===== config.mk =====
export PLATFORM = sky130hd
export DESIGN_NAME = countdown_timer_bank
export DESIGN_NICKNAME = d
export VERILOG_FILES = /design/src/design/ctb_pkg.sv /design/src/design/countdown_timer_bank.sv /design/src/design/ctb_ram.sv /design/src/design/ctb_datapath.sv /design/src/design/ctb_ctrl.sv
export SDC_FILE = /design/constraint.sdc
export NUM_CORES = 1
export LEC_CHECK = 0
export BUFFER_PORTS_ARGS = -buffer_cell sky130_fd_sc_hd__buf_2
export CELL_PAD_IN_SITES_DETAIL_PLACEMENT = 1
export CELL_PAD_IN_SITES_GLOBAL_PLACEMENT = 1
export CORE_UTILIZATION = 50
export DETAILED_ROUTE_END_ITERATION = 8
export PLACE_DENSITY = 0.73
export SYNTH_ARGS = -nofsm -noshare
export SYNTH_HDL_FRONTEND = slang
export SYNTH_HIERARCHICAL = 1
export SYNTH_SLANG_ARGS = --single-unit

===== constraint.sdc =====
create_clock -name clk -period 10.2 [get_ports clk]
set_input_delay 0.51 -clock clk [delete_from_list [all_inputs] [get_ports clk]]
set_output_delay 0.51 -clock clk [all_outputs]
set_load 0.1 [all_outputs]

===== src/design/ctb_pkg.sv =====
// Shared definitions for the countdown timer bank: request and status codes,
// stream packing widths and the command/status structs between controller and datapath.
// No dependencies.
`default_nettype none

package ctb_pkg;

  // Default bank size and the report limit for one tick
  localparam int SLOTS_DEF   = 16;
  localparam int MAX_RESULTS = 16;
  localparam int RCNT_W      = $clog2(MAX_RESULTS + 1);

  // Stream payload widths
  localparam int IN_DATA_W  = 40;  // slot, timeout, zero fill
  localparam int IN_USER_W  = 4;   // req_type, timer_kind
  localparam int OUT_DATA_W = 40;  // status, result_slot, active_flag, tick_count, zero fill
  localparam int OUT_USER_W = 1;   // expired

  // Request codes
  typedef enum logic [2:0] {
    REQ_TICK   = 3'd0,
    REQ_CREATE = 3'd1,
    REQ_START  = 3'd2,
    REQ_STOP   = 3'd3,
    REQ_DELETE = 3'd4,
    REQ_QUERY  = 3'd5
  } ctb_req_t;

  // Result status codes
  typedef enum logic [1:0] {
    ST_OK      = 2'd0,
    ST_INVALID = 2'd1,
    ST_NOFREE  = 2'd2
  } ctb_status_t;

  // Controller to datapath
  typedef struct packed {
    logic load_req;   // capture the input transfer
    logic tick_inc;   // advance the tick count, clear the expiry report
    logic scan_clr;   // slot pointer to zero
    logic scan_inc;   // slot pointer to next slot
    logic ram_rd;     // read period/remaining of the pointed slot
    logic do_single;  // execute start/stop/delete/query/unknown and emit its result
    logic do_create;  // claim the pointed slot and emit its result
    logic do_nofree;  // emit the no-free-slot result
    logic do_expire;  // write back the countdown of the pointed slot
    logic do_finish;  // emit the closing result of a tick
  } ctb_cmd_t;

  // Datapath to controller
  typedef struct packed {
    ctb_req_t req;        // captured request code
    logic     out_free;   // output register can take a result this cycle
    logic     scan_last;  // pointer at the highest slot
    logic     slot_elig;  // pointed slot allocated and active
    logic     slot_free;  // pointed slot not allocated
    logic     need_push;  // write-back would emit the held expiry
  } ctb_sts_t;

endpackage

`default_nettype wire


===== src/design/countdown_timer_bank.sv =====
// Top level of the countdown timer bank: controller plus datapath.
// Uses ctb_pkg, ctb_ctrl, ctb_datapath (and through it ctb_ram).
//
// Usage: requests arrive on the in_ stream, one transfer per request; results leave
// on the out_ stream, out_tlast marking the final result of each request.
// Non-tick requests give one result each, registered once the output register is free.
// A create walks the slots from the lowest upwards, one per cycle. A tick walks all
// slots: an idle slot is skipped, a running slot has its RAM read and then its
// countdown written back, between the entry in S_EXEC and the close in S_T_END.
// Expiries come out in ascending slot order; each is held until the next expiry
// or the close, so that the last can carry out_tlast. At most 16 expiries of one
// tick are reported; all slots are still updated.
// One request is in flight at a time; the next is taken in S_IDLE, entered once the
// current one has handed its final result to the output register, even if that
// result still waits.
// When the receiver stalls, the walk pauses at the next result that needs the
// output register. Synchronous reset frees all slots and clears the tick count;
// period/remaining storage needs no clearing pass, it is read only after a start.
`default_nettype none

module countdown_timer_bank #(
  parameter int SLOTS = ctb_pkg::SLOTS_DEF
) (
  input  wire logic                           clk,
  input  wire logic                           rst_n,
  input  wire logic                           in_tvalid,
  output logic                                in_tready,
  // [3:0] slot, [35:4] timeout, [39:36] zero
  input  wire logic [ctb_pkg::IN_DATA_W-1:0]  in_tdata,
  // [2:0] req_type, [3] timer_kind
  input  wire logic [ctb_pkg::IN_USER_W-1:0]  in_tuser,
  output logic                                out_tvalid,
  input  wire logic                           out_tready,
  // [1:0] status, [5:2] result_slot, [6] active_flag, [38:7] tick_count, [39] zero
  output logic      [ctb_pkg::OUT_DATA_W-1:0] out_tdata,
  // [0] expired
  output logic      [ctb_pkg::OUT_USER_W-1:0] out_tuser,
  output logic                                out_tlast
);

  import ctb_pkg::*;

  ctb_cmd_t cmd;
  ctb_sts_t sts;

  ctb_ctrl u_ctrl (
    .clk       (clk),
    .rst_n     (rst_n),
    .in_tvalid (in_tvalid),
    .in_tready (in_tready),
    .cmd_o     (cmd),
    .sts_i     (sts)
  );

  ctb_datapath #(
    .SLOTS (SLOTS)
  ) u_datapath (
    .clk        (clk),
    .rst_n      (rst_n),
    .in_tdata   (in_tdata),
    .in_tuser   (in_tuser),
    .out_tvalid (out_tvalid),
    .out_tready (out_tready),
    .out_tdata  (out_tdata),
    .out_tuser  (out_tuser),
    .out_tlast  (out_tlast),
    .cmd_i      (cmd),
    .sts_o      (sts)
  );

endmodule

`default_nettype wire


===== src/design/ctb_ram.sv =====
// Generic single-clock RAM: one write port, one read port with registered read data.
// No dependencies.
`default_nettype none

module ctb_ram #(
  parameter int WIDTH = 64,
  parameter int DEPTH = 16,
  localparam int AW = (DEPTH > 1) ? $clog2(DEPTH) : 1
) (
  input  wire logic             clk,
  input  wire logic             we,
  input  wire logic [AW-1:0]    waddr,
  input  wire logic [WIDTH-1:0] wdata,
  input  wire logic             re,
  input  wire logic [AW-1:0]    raddr,
  output logic      [WIDTH-1:0] rdata
);

  logic [WIDTH-1:0] mem_r [DEPTH];

  // Write port
  always_ff @(posedge clk) begin
    if (we) begin
      mem_r[waddr] <= wdata;
    end
  end

  // Registered read, held while re is low
  always_ff @(posedge clk) begin
    if (re) begin
      rdata <= mem_r[raddr];
    end
  end

endmodule

`default_nettype wire


===== src/design/ctb_datapath.sv =====
// Datapath of the timer bank: request capture, slot flags, period/remaining RAM,
// slot pointer, held expiry and the output register. Uses ctb_pkg and ctb_ram.
`default_nettype none

module ctb_datapath #(
  parameter int SLOTS = ctb_pkg::SLOTS_DEF
) (
  input  wire logic                             clk,
  input  wire logic                             rst_n,
  input  wire logic [ctb_pkg::IN_DATA_W-1:0]    in_tdata,
  input  wire logic [ctb_pkg::IN_USER_W-1:0]    in_tuser,
  output logic                                  out_tvalid,
  input  wire logic                             out_tready,
  output logic      [ctb_pkg::OUT_DATA_W-1:0]   out_tdata,
  output logic      [ctb_pkg::OUT_USER_W-1:0]   out_tuser,
  output logic                                  out_tlast,
  input  wire ctb_pkg::ctb_cmd_t                cmd_i,
  output ctb_pkg::ctb_sts_t                     sts_o
);

  import ctb_pkg::*;

  localparam int IDXW = (SLOTS > 1) ? $clog2(SLOTS) : 1;

  // Captured request
  ctb_req_t    req_type_r;
  logic [3:0]  req_slot_r;
  logic        req_kind_r;
  logic [31:0] req_timeout_r;

  // Slot flags
  logic [SLOTS-1:0] alloc_r, alloc_nxt;
  logic [SLOTS-1:0] periodic_r, periodic_nxt;
  logic [SLOTS-1:0] active_r, active_nxt;

  logic [31:0]       elapsed_r;
  logic [IDXW-1:0]   scan_idx_r;
  logic              pend_valid_r;
  logic [3:0]        pend_slot_r;
  logic [RCNT_W-1:0] rep_cnt_r;

  // Output register
  logic        out_valid_r;
  ctb_status_t out_status_r;
  logic [3:0]  out_slot_r;
  logic        out_exp_r;
  logic        out_act_r;
  logic [31:0] out_ticks_r;
  logic        out_last_r;

  // RAM: {period, remaining} per slot
  logic            ram_we;
  logic [IDXW-1:0] ram_waddr;
  logic [63:0]     ram_wdata;
  logic [63:0]     ram_rdata;

  ctb_ram #(
    .WIDTH (64),
    .DEPTH (SLOTS)
  ) u_ram (
    .clk   (clk),
    .we    (ram_we),
    .waddr (ram_waddr),
    .wdata (ram_wdata),
    .re    (cmd_i.ram_rd),
    .raddr (scan_idx_r),
    .rdata (ram_rdata)
  );

  logic [IDXW-1:0] req_idx;
  logic            slot_ok;
  logic            start_ok;
  logic [31:0]     rd_rem, rd_per, dec_rem, new_rem;
  logic            expiring;
  logic            report;
  logic            out_free;

  assign req_idx  = IDXW'(req_slot_r);
  assign slot_ok  = {3'b000, req_slot_r} < 7'(SLOTS);
  assign start_ok = slot_ok && (req_timeout_r != 32'd0);
  assign rd_rem   = ram_rdata[31:0];
  assign rd_per   = ram_rdata[63:32];
  assign dec_rem  = rd_rem - 32'd1;
  assign expiring = (dec_rem == 32'd0);
  assign new_rem  = (expiring && periodic_r[scan_idx_r]) ? rd_per : dec_rem;
  assign report   = expiring && (rep_cnt_r < RCNT_W'(MAX_RESULTS));
  assign out_free = !out_valid_r || out_tready;

  // Status towards the controller
  assign sts_o.req       = req_type_r;
  assign sts_o.out_free  = out_free;
  assign sts_o.scan_last = (scan_idx_r == IDXW'(SLOTS - 1));
  assign sts_o.slot_elig = alloc_r[scan_idx_r] && active_r[scan_idx_r];
  assign sts_o.slot_free = !alloc_r[scan_idx_r];
  assign sts_o.need_push = report && pend_valid_r;

  // RAM write: countdown write-back or start
  assign ram_we    = cmd_i.do_expire || (cmd_i.do_single && (req_type_r == REQ_START) && start_ok);
  assign ram_waddr = cmd_i.do_expire ? scan_idx_r : req_idx;
  assign ram_wdata = cmd_i.do_expire ? {rd_per, new_rem} : {req_timeout_r, req_timeout_r};

  // Result of a single-result request
  ctb_status_t single_status;
  logic        single_act;

  always_comb begin
    single_status = ST_INVALID;
    single_act    = 1'b0;
    case (req_type_r)
      REQ_START: begin
        if (start_ok) single_status = ST_OK;
      end
      REQ_STOP, REQ_DELETE: begin
        if (slot_ok) single_status = ST_OK;
      end
      REQ_QUERY: begin
        if (slot_ok) begin
          single_status = ST_OK;
          single_act    = active_r[req_idx];
        end
      end
      default: begin
        single_status = ST_INVALID;
      end
    endcase
  end

  // Result selection
  logic        emit;
  ctb_status_t e_status;
  logic [3:0]  e_slot;
  logic        e_exp;
  logic        e_act;
  logic        e_last;

  always_comb begin
    emit     = 1'b0;
    e_status = ST_OK;
    e_slot   = 4'd0;
    e_exp    = 1'b0;
    e_act    = 1'b0;
    e_last   = 1'b1;
    if (cmd_i.do_single) begin
      emit     = 1'b1;
      e_status = single_status;
      e_act    = single_act;
    end else if (cmd_i.do_create) begin
      emit   = 1'b1;
      e_slot = 4'(scan_idx_r);
    end else if (cmd_i.do_nofree) begin
      emit     = 1'b1;
      e_status = ST_NOFREE;
    end else if (cmd_i.do_expire && report && pend_valid_r) begin
      // a later expiry exists, so the held one is not last
      emit   = 1'b1;
      e_slot = pend_slot_r;
      e_exp  = 1'b1;
      e_last = 1'b0;
    end else if (cmd_i.do_finish) begin
      emit = 1'b1;
      if (pend_valid_r) begin
        e_slot = pend_slot_r;
        e_exp  = 1'b1;
      end
    end
  end

  // Flag updates
  always_comb begin
    alloc_nxt    = alloc_r;
    periodic_nxt = periodic_r;
    active_nxt   = active_r;
    if (cmd_i.do_single && slot_ok) begin
      case (req_type_r)
        REQ_START: begin
          if (start_ok) active_nxt[req_idx] = 1'b1;
        end
        REQ_STOP: begin
          active_nxt[req_idx] = 1'b0;
        end
        REQ_DELETE: begin
          alloc_nxt[req_idx]    = 1'b0;
          periodic_nxt[req_idx] = 1'b0;
          active_nxt[req_idx]   = 1'b0;
        end
        default: begin
          active_nxt = active_r;
        end
      endcase
    end
    if (cmd_i.do_create) begin
      alloc_nxt[scan_idx_r]    = 1'b1;
      periodic_nxt[scan_idx_r] = req_kind_r;
      active_nxt[scan_idx_r]   = 1'b0;
    end
    if (cmd_i.do_expire && expiring && !periodic_r[scan_idx_r]) begin
      active_nxt[scan_idx_r] = 1'b0;
    end
  end

  // Request capture
  always_ff @(posedge clk) begin
    if (cmd_i.load_req) begin
      req_type_r    <= ctb_req_t'(in_tuser[2:0]);
      req_kind_r    <= in_tuser[3];
      req_slot_r    <= in_tdata[3:0];
      req_timeout_r <= in_tdata[35:4];
    end
  end

  // Control state: flags, tick count, pointer, expiry report
  always_ff @(posedge clk) begin
    if (!rst_n) begin
      alloc_r      <= '0;
      periodic_r   <= '0;
      active_r     <= '0;
      elapsed_r    <= 32'd0;
      scan_idx_r   <= '0;
      pend_valid_r <= 1'b0;
      rep_cnt_r    <= '0;
      out_valid_r  <= 1'b0;
    end else begin
      alloc_r    <= alloc_nxt;
      periodic_r <= periodic_nxt;
      active_r   <= active_nxt;
      if (cmd_i.tick_inc) begin
        elapsed_r    <= elapsed_r + 32'd1;
        pend_valid_r <= 1'b0;
        rep_cnt_r    <= '0;
      end
      if (cmd_i.scan_clr) begin
        scan_idx_r <= '0;
      end else if (cmd_i.scan_inc) begin
        scan_idx_r <= scan_idx_r + IDXW'(1);
      end
      if (cmd_i.do_expire && report) begin
        pend_valid_r <= 1'b1;
        rep_cnt_r    <= rep_cnt_r + RCNT_W'(1);
      end else if (cmd_i.do_finish) begin
        pend_valid_r <= 1'b0;
      end
      if (emit) begin
        out_valid_r <= 1'b1;
      end else if (out_tready) begin
        out_valid_r <= 1'b0;
      end
    end
  end

  // Payload registers
  always_ff @(posedge clk) begin
    if (cmd_i.do_expire && report) begin
      pend_slot_r <= 4'(scan_idx_r);
    end
    if (emit) begin
      out_status_r <= e_status;
      out_slot_r   <= e_slot;
      out_exp_r    <= e_exp;
      out_act_r    <= e_act;
      out_ticks_r  <= elapsed_r;
      out_last_r   <= e_last;
    end
  end

  assign out_tvalid = out_valid_r;
  assign out_tdata  = {1'b0, out_ticks_r, out_act_r, out_slot_r, out_status_r};
  assign out_tuser  = out_exp_r;
  assign out_tlast  = out_last_r;

`ifndef SYNTHESIS
  a_emit_free: assert property (@(posedge clk) disable iff (!rst_n)
    emit |-> out_free)
    else $error("result loaded while output register still occupied");

  a_rep_bound: assert property (@(posedge clk) disable iff (!rst_n)
    rep_cnt_r <= RCNT_W'(MAX_RESULTS))
    else $error("expiry report count beyond limit");

  a_pend_cnt: assert property (@(posedge clk) disable iff (!rst_n)
    pend_valid_r |-> (rep_cnt_r != '0))
    else $error("held expiry without a report count");

  a_create_claims: assert property (@(posedge clk) disable iff (!rst_n)
    cmd_i.do_create |=> ($countones(alloc_r) == $past($countones(alloc_r)) + 1))
    else $error("create did not claim exactly one slot");
`endif

endmodule

`default_nettype wire


===== src/design/ctb_ctrl.sv =====
// Controller of the timer bank: sequences request capture, the tick walk and the
// create search, and issues commands to the datapath. Uses ctb_pkg.
`default_nettype none

module ctb_ctrl (
  input  wire logic              clk,
  input  wire logic              rst_n,
  input  wire logic              in_tvalid,
  output logic                   in_tready,
  output ctb_pkg::ctb_cmd_t      cmd_o,
  input  wire ctb_pkg::ctb_sts_t sts_i
);

  import ctb_pkg::*;

  typedef enum logic [5:0] {
    S_IDLE   = 6'b000001,
    S_EXEC   = 6'b000010,
    S_T_CHK  = 6'b000100,
    S_T_EVAL = 6'b001000,
    S_T_END  = 6'b010000,
    S_C_SCAN = 6'b100000
  } ctb_state_t;

  ctb_state_t state_r, state_nxt;

  // Next state and commands
  always_comb begin
    state_nxt = state_r;
    cmd_o     = '0;
    in_tready = 1'b0;
    case (state_r)
      S_IDLE: begin
        in_tready = 1'b1;
        if (in_tvalid) begin
          cmd_o.load_req = 1'b1;
          state_nxt      = S_EXEC;
        end
      end
      S_EXEC: begin
        case (sts_i.req)
          REQ_TICK: begin
            cmd_o.tick_inc = 1'b1;
            cmd_o.scan_clr = 1'b1;
            state_nxt      = S_T_CHK;
          end
          REQ_CREATE: begin
            cmd_o.scan_clr = 1'b1;
            state_nxt      = S_C_SCAN;
          end
          default: begin
            if (sts_i.out_free) begin
              cmd_o.do_single = 1'b1;
              state_nxt       = S_IDLE;
            end
          end
        endcase
      end
      // skip idle slots, fetch counters of running ones
      S_T_CHK: begin
        if (sts_i.slot_elig) begin
          cmd_o.ram_rd = 1'b1;
          state_nxt    = S_T_EVAL;
        end else if (sts_i.scan_last) begin
          state_nxt = S_T_END;
        end else begin
          cmd_o.scan_inc = 1'b1;
        end
      end
      // write back; wait only when a held expiry must go out
      S_T_EVAL: begin
        if (!sts_i.need_push || sts_i.out_free) begin
          cmd_o.do_expire = 1'b1;
          if (sts_i.scan_last) begin
            state_nxt = S_T_END;
          end else begin
            cmd_o.scan_inc = 1'b1;
            state_nxt      = S_T_CHK;
          end
        end
      end
      S_T_END: begin
        if (sts_i.out_free) begin
          cmd_o.do_finish = 1'b1;
          state_nxt       = S_IDLE;
        end
      end
      // lowest free slot, one slot per cycle
      S_C_SCAN: begin
        if (sts_i.slot_free) begin
          if (sts_i.out_free) begin
            cmd_o.do_create = 1'b1;
            state_nxt       = S_IDLE;
          end
        end else if (sts_i.scan_last) begin
          if (sts_i.out_free) begin
            cmd_o.do_nofree = 1'b1;
            state_nxt       = S_IDLE;
          end
        end else begin
          cmd_o.scan_inc = 1'b1;
        end
      end
      default: begin
        state_nxt = S_IDLE;
      end
    endcase
  end

  always_ff @(posedge clk) begin
    if (!rst_n) begin
      state_r <= S_IDLE;
    end else begin
      state_r <= state_nxt;
    end
  end

endmodule

`default_nettype wire

==> metrics.cfg, run 1 <==
[power_and_ir_drop]
total_power_mw=11.3
ir_drop_mv=0.156
pwr_density_cell_nw_per_um2=199
p_leak_nw=17.6

[drt]
routed_via_density=6.40
vias=27025
post-route-drc-count=0
drt-pass1-iter-count=5
wl_per_cell_um=30.3
ant_nets=0
wirelength_um=128000
drt_iter0_drc=2471

[placement]
place_congestion=0.865
portBuffers=86
place_inst=3937
dpl.hpwl_um=69700
pre_cts_ws_ns=3.69

[sta]
holdWs_ns=0.158
setup_viol=0
rsz0062_at_grt=no
setup_slack_ns=3.48
drv_slew=0
fin_skew_ns=0.0270
final.setup.tns_ns=0
fin_crit_sh=0.658
hold_viol_final=0
worst_slew_pin_slew_ns=1.30
max_freq_ghz=0.149
relSlewSlack=0.135
finalCriticalPeriod_ns=6.72

[yosys]
async_flop_share=0
synth_fp_nets=2721
netlist_area_um2=50000
synth.yosys.seq_area_share=0.743
synth.most_common_cell=edfxtp_1
synthFlopType=edfxtp_1
synth_edf_count=1173
synth_common_cells=edfxtp_1, mux4_2, nand2_1
synth.largest_area_cell=edfxtp_1
yosysWarnings=6
netlist_instances=2665
synth-seq-cells=1270
avgSynthCellArea_um2=18.8
yosysTopAreaCellShare=0.705
yosys-top-cells-area=edfxtp_1, mux4_2, dfxtp_1, a22oi_1, nand2_1
yosysUniqueCellTypes=69

[clock_tree]
cts_tree=done
clock-root-buffer=clkbuf_16
path_clk_slew_ns=0.06
clk_latency_ns=0.76
clockBufferDepth=3
cts_sinks=1270
cts_max_level=4
cts-buffers-inserted=134

[worst_setup_path]
worstSetupPathType=flop to flop
slowest_stage=or4_1
cp_max_fo=48
crit_path_cell_trace=or4_1, nor4_2, a211oi_1, a31oi_1, nor4_4, and3b_1, a21oi_4, buf_4, inv_1, nand2_1, nand3b_1, nor2_4, buf_4, buf_4
rrSetupSlack_ns=3.48
r2r-end=u_datapath/u_ram/mem_r[6][48]$_DFFE_PP_
critPathLaunchType=flop
crit-reg2reg-launch=u_datapath/u_ram/rdata[3]$_DFFE_PP_
cpPeakStageDelay_ns=0.67
path_buf_inv=4
critical_path_arrival_ns=7.09
crit_top_cell=buf_4
r2r_cells=14
cp.required_ns=10.57
crit_family=simple AND/OR/NAND/NOR gates
end_kind=flop

[grt]
antenna_found_initial=1
globalRoute.totalOverflow=0
grt_pass1_vias=28490
grt_pass1_wl_um=189000
grt_util_all_layers=0.254
grt_max_degree=109

[hold_path]
hold_path_class=primary input to flop
min_path_cells=3
min_to=u_ctrl/state_r[0]$_SDFFE_PN1P_
min_from=in_tvalid

[finish]
final_cells=4220
drive_gt1_frac=0.234
area_growth_pct=13.4
nets=2882
diodes=0

[outcome]
status=finished clean

[die]
start_util=0.506
rows=115
die_y_um=318
ios=92
fp.dieArea_um2=101000
die_width_um=318
core_um2=98700

[flow_run]
cap_violations=0

==> metrics by stage <==
step | area, µm² | util
2_1_floorplan | 50000 | -
3_3_place_gp | 51900 | 0.526
3_5_place_dp | 51900 | 0.526
4_1_cts | 56700 | 0.575
5_1_grt | 56700 | 0.575
6_report | 56700 | 0.575
==> cell families after synthesis <==
| family | after synthesis | share of synthesized area |
|---|---|---|
| adders and majority gates | 9 | 0.00223 |
| buffers and inverters | 170 | 0.0161 |
| DFF | 1270 | 0.743 |
| muxes | 312 | 0.132 |
| xor gates and xnor gates | 56 | 0.00981 |
| AOI/OAI and AO/OA | 320 | 0.0434 |
| other | 1 | 0.0000750 |
| and+or+nand+nor | 527 | 0.0526 |
==> report_power, final <==
part / internal [mW] / total [mW] / switching [mW]
clock: 2.87 / 4.91 / 2.04
combinational: 0.0800 / 0.438 / 0.358
sequential: 5.89 / 5.96 / 0.0680
total: 8.84 / 11.3 / 2.47
==> cells in the final DEF, fill, tap and decap left out, types with 6 or more instances in the layout <==
master	Yosys	layout
edfxtp_1	1173	1173
mux4_2	276	276
nand2_1	163	163
clkbuf_16	0	136
a22oi_1	128	128
nor2_1	119	105
dfxtp_1	97	95
buf_2	19	86
a21oi_1	85	84
nand3_1	64	64
buf_4	10	51
a31oi_1	47	47
dlygate4sd3_1	0	40
nand4_1	37	37
xor2_1	34	34
mux2_2	34	34
clkbuf_1	89	33
nor3_1	27	23
xnor2_1	22	22
nor4_1	22	21
clkinv_1	1	20
clkinv_2	0	17
inv_1	15	15
a311o_1	15	15
bufinv_16	0	14
nand2b_1	14	14
nor2_4	0	13
o21ai_0	12	12
and3_1	12	11
nor2b_1	12	10
ha_1	8	8
nand3b_1	7	7
or3_1	6	6
==> worst max path at each step <==
stage	start	to	slack, ns	cells after the start
final	u_datapath/u_ram/rdata[3]$_DFFE_PP_	u_datapath/u_ram/mem_r[6][48]$_DFFE_PP_	3.48	14
after global routing	u_datapath/u_ram/rdata[0]$_DFFE_PP_	u_datapath/u_ram/mem_r[6][55]$_DFFE_PP_	3.20	16
after CTS	u_datapath/u_ram/rdata[3]$_DFFE_PP_	u_datapath/u_ram/mem_r[6][55]$_DFFE_PP_	3.59	14
after detailed placement	u_datapath/u_ram/rdata[3]$_DFFE_PP_	u_datapath/u_ram/mem_r[6][46]$_DFFE_PP_	3.69	14
after global placement	u_datapath/u_ram/rdata[3]$_DFFE_PP_	u_datapath/u_ram/mem_r[3][48]$_DFFE_PP_	3.88	13
after floorplan	u_datapath/u_ram/rdata[3]$_DFFE_PP_	u_datapath/u_ram/mem_r[0][0]$_DFFE_PP_	1.25	14
==> sequential cells by signal, summed over array words and instances, names as in the netlist, 5 cells and up <==
name and count:
u_datapath/req_timeout_r 32, u_datapath/u_ram/rdata 64, u_datapath/periodic_r 16, u_ctrl/state_r 6, u_datapath/u_ram/mem_r 1024, u_datapath/active_r 16, u_datapath/alloc_r 16, u_datapath/rep_cnt_r 5
u_datapath/elapsed_r 32, u_datapath/out_ticks_r 32
==> routing by layer <==
metal / GRT usage / vias up / routed length (µm)
li1: - / 11242 / -
met1: 0.342 / 14560 / 52300
met2: 0.434 / 1016 / 65100
met3: 0.0370 / 205 / 7410
met4: 0.0736 / 2 / 2870
met5: 0 / - / 13
==> timing repair <==
| item | in CTS | in global routing |
|---|---|---|
| hold buffers | 40 | 0 |
| resized for setup | 0 | 0 |
| buffers inserted | 0 | 0 |
| hold endpoints to repair | 40 | 0 |
==> cell type report <==
cell class                 instances  area [µm²]
clock buffer                     174        3600
clock inverter                    69         827
fill                            8618       42000
inverter                          16        60.1
multi-input combinational       1225       12200
sequential                      1270       37200
tap                             1287        1610
timing repair buffer             179        1250
==> worst min-delay path, stage by stage <==
cell	delay, ns
buf_2	0.09
o41ai_1	0.10
a21o_1	0.16
Power figures use the tool's default switching activity.
==> run 2, diff against run 1 <==
ABC_AREA = 1   (was unset)
PLACE_DENSITY = 0.8   (was 0.73)
clock period = 6.2 ns   (was 10.2 ns; I/O delays follow)
==> run 2 against run 1 <==
Compared with the run above:
- core utilization is 0.64 points lower
- synthesized cell count rose by 110%
- critical path depth is 7 higher
- sequential cell count unchanged
- largest power group unchanged
- clock power increased by 64%
- die area grew 13%
- cell area increased by 11%
==> metrics.cfg, run 2 <==
[sta]
finalCriticalPeriod_ns=5.04
setup_slack_ns=1.16
final.setup.tns_ns=0
fin_crit_sh=0.813
drv_slew=0
relSlewSlack=0.203
rsz0062_at_grt=no
fin_skew_ns=0.0388
setup_viol=0
worst_slew_pin_slew_ns=1.20
hold_viol_final=0
max_freq_ghz=0.198

[die]
start_util=0.507
die_width_um=338
die_y_um=338
ios=92
core_um2=111000
fp.dieArea_um2=114000
rows=122

[drt]
drt_iter0_drc=3808
vias=41989
routed_via_density=5.67
post-route-drc-count=0
wirelength_um=175000
drt-pass1-iter-count=6
wl_per_cell_um=23.6
ant_nets=0

[power_and_ir_drop]
ir_drop_mv=0.281
p_leak_nw=26.1
pwr_density_cell_nw_per_um2=289
total_power_mw=18.2

[yosys]
synthFlopType=edfxtp_1
synth_fp_nets=5761
synth-seq-cells=1270
avgSynthCellArea_um2=9.87
synth.most_common_cell=nand2_1
synth_common_cells=nand2_1, edfxtp_1, inv_1
yosysWarnings=6
async_flop_share=0
synth_edf_count=1173
synth.yosys.seq_area_share=0.660
netlist_instances=5705
yosysTopAreaCellShare=0.626
yosys-top-cells-area=edfxtp_1, nand2_1, nand3_1, inv_1, dfxtp_1
netlist_area_um2=56300
synth.largest_area_cell=edfxtp_1
yosysUniqueCellTypes=53

[grt]
antenna_found_initial=5
grt_util_all_layers=0.309
grt_max_degree=181
grt_pass1_vias=44118
grt_pass1_wl_um=263000
globalRoute.totalOverflow=0

[worst_setup_path]
critical_path_arrival_ns=5.46
cp.required_ns=6.62
end_kind=flop
critPathLaunchType=flop
cp_max_fo=18
worstSetupPathType=flop to flop

[clock_tree]
clk_latency_ns=0.78
cts_max_level=4
clock-root-buffer=clkbuf_16
path_clk_slew_ns=0.06
cts-buffers-inserted=133
cts_tree=done
cts_sinks=1270
clockBufferDepth=3
cts.repair.resized=0

[finish]
n_fill_cell=12210
final_cells=7409
largest_reg_flops=1024
area_growth_pct=12.1
largest_registers=u_datapath/u_ram/mem_r: 1024 flops, u_datapath/u_ram/rdata: 64 flops
nets=5862
multiInputGateArea_um2=14200
top_register=u_datapath/u_ram/mem_r
layout_common_cells=nand2_1, edfxtp_1, inv_1
regArea_um2=37200
drive_gt1_frac=0.0765
final_common_cell=nand2_1

[placement]
place_congestion=0.878
place_inst=7118
pre_cts_ws_ns=1.22
portBuffers=86
dpl.hpwl_um=97800

[outcome]
status=finished clean

[hold_path]
hold_path_class=primary input to flop

[flow_run]
cap_violations=0

[run 2: final timing paths]
path	start	to	slack, ns	depth (start not counted)
worst min-delay path	out_tready	u_ctrl/state_r[0]$_SDFFE_PN1P_	0.14	7
worst max-delay path	u_datapath/u_ram/rdata[0]$_DFFE_PP_	u_datapath/u_ram/mem_r[9][8]$_DFFE_PP_	1.16	21
worst max register to register	u_datapath/u_ram/rdata[0]$_DFFE_PP_	u_datapath/u_ram/mem_r[9][8]$_DFFE_PP_	1.16	21
worst min register to register	u_datapath/elapsed_r[13]$_SDFFE_PN0P_	u_datapath/out_ticks_r[13]$_DFFE_PP_	0.46	0
[run 2: power by group]
group / leakage (nW) / internal [mW] / switching, mW
Clock: 2.15 / 4.60 / 3.48
Sequential: 11.4 / 9.52 / 0.0634
Combinational: 12.6 / 0.110 / 0.468
[run 2: cells by family (layout without fill, tap and decap cells)]
group           count (synthesis)  count (layout)  share of synthesized area
compound gates                231             231                     0.0235
xor+xnor                       14              14                    0.00218
fa+ha+maj                       8               8                    0.00178
buf+inv                      1239            1452                     0.0912
flops                        1270            1270                      0.660
other cells                     1               4                  0.0000666
simple gates                 2942            2942                      0.221
[run 2: worst max-delay path, stage by stage, from the launching register on]
cell,delay [ns]
edfxtp_1,0.40
inv_2,0.12
ha_1,0.27
nand2_2,0.16
nor2_8,0.22
nand2_1,0.07
nand2_1,0.06
nand2_1,0.11
nor2_1,0.12
nand2_1,0.08
nor2_1,0.11
nand2_1,0.10
nor2_4,0.17
nand2_4,0.12
nor3_1,0.22
nand2_1,0.13
inv_1,0.13
nor2_4,0.13
o21ai_0,0.41
nand3b_1,0.41
nor2_4,0.74
buf_4,0.41
[run 2: final cells by class]
cell class	instances	share of cell area
inverters	977	0.0586
well taps	1488	0.0295
diodes	3	0.000119
multi-input cells	3196	0.224
clock buffers	156	0.0549
repair buffers	228	0.0293
flip-flops and latches	1270	0.589
clock inverters	91	0.0144
[run 2: through the flow]
stage	utilization	instance area (µm²)	hold slack (ns)
floorplan	-	56300	0.409
finish	0.568	63100	0.141
global route	0.568	63100	0.167
global placement	0.525	58300	0.448
CTS	0.568	63100	0.0792
detailed placement	0.525	58300	0.448
[run 2: layer usage]
| layer | GRT usage | vias up | part of all wire |
|---|---|---|---|
| met2 | 0.534 | 1657 | 0.50 |
| met5 | 0 | - | 0 |
| met1 | 0.387 | 21124 | 0.39 |
| met3 | 0.0486 | 428 | 0.068 |
| met4 | 0.126 | 0 | 0.038 |
| li1 | - | 18780 | - |
[run 2: repair_timing]
item / 4_1_cts / 5_1_grt
hold endpoints to repair: 41 / 0
hold buffers: 41 / 0
endpoints found under the setup margin: 0 / 0
setup buffers: 0 / 0
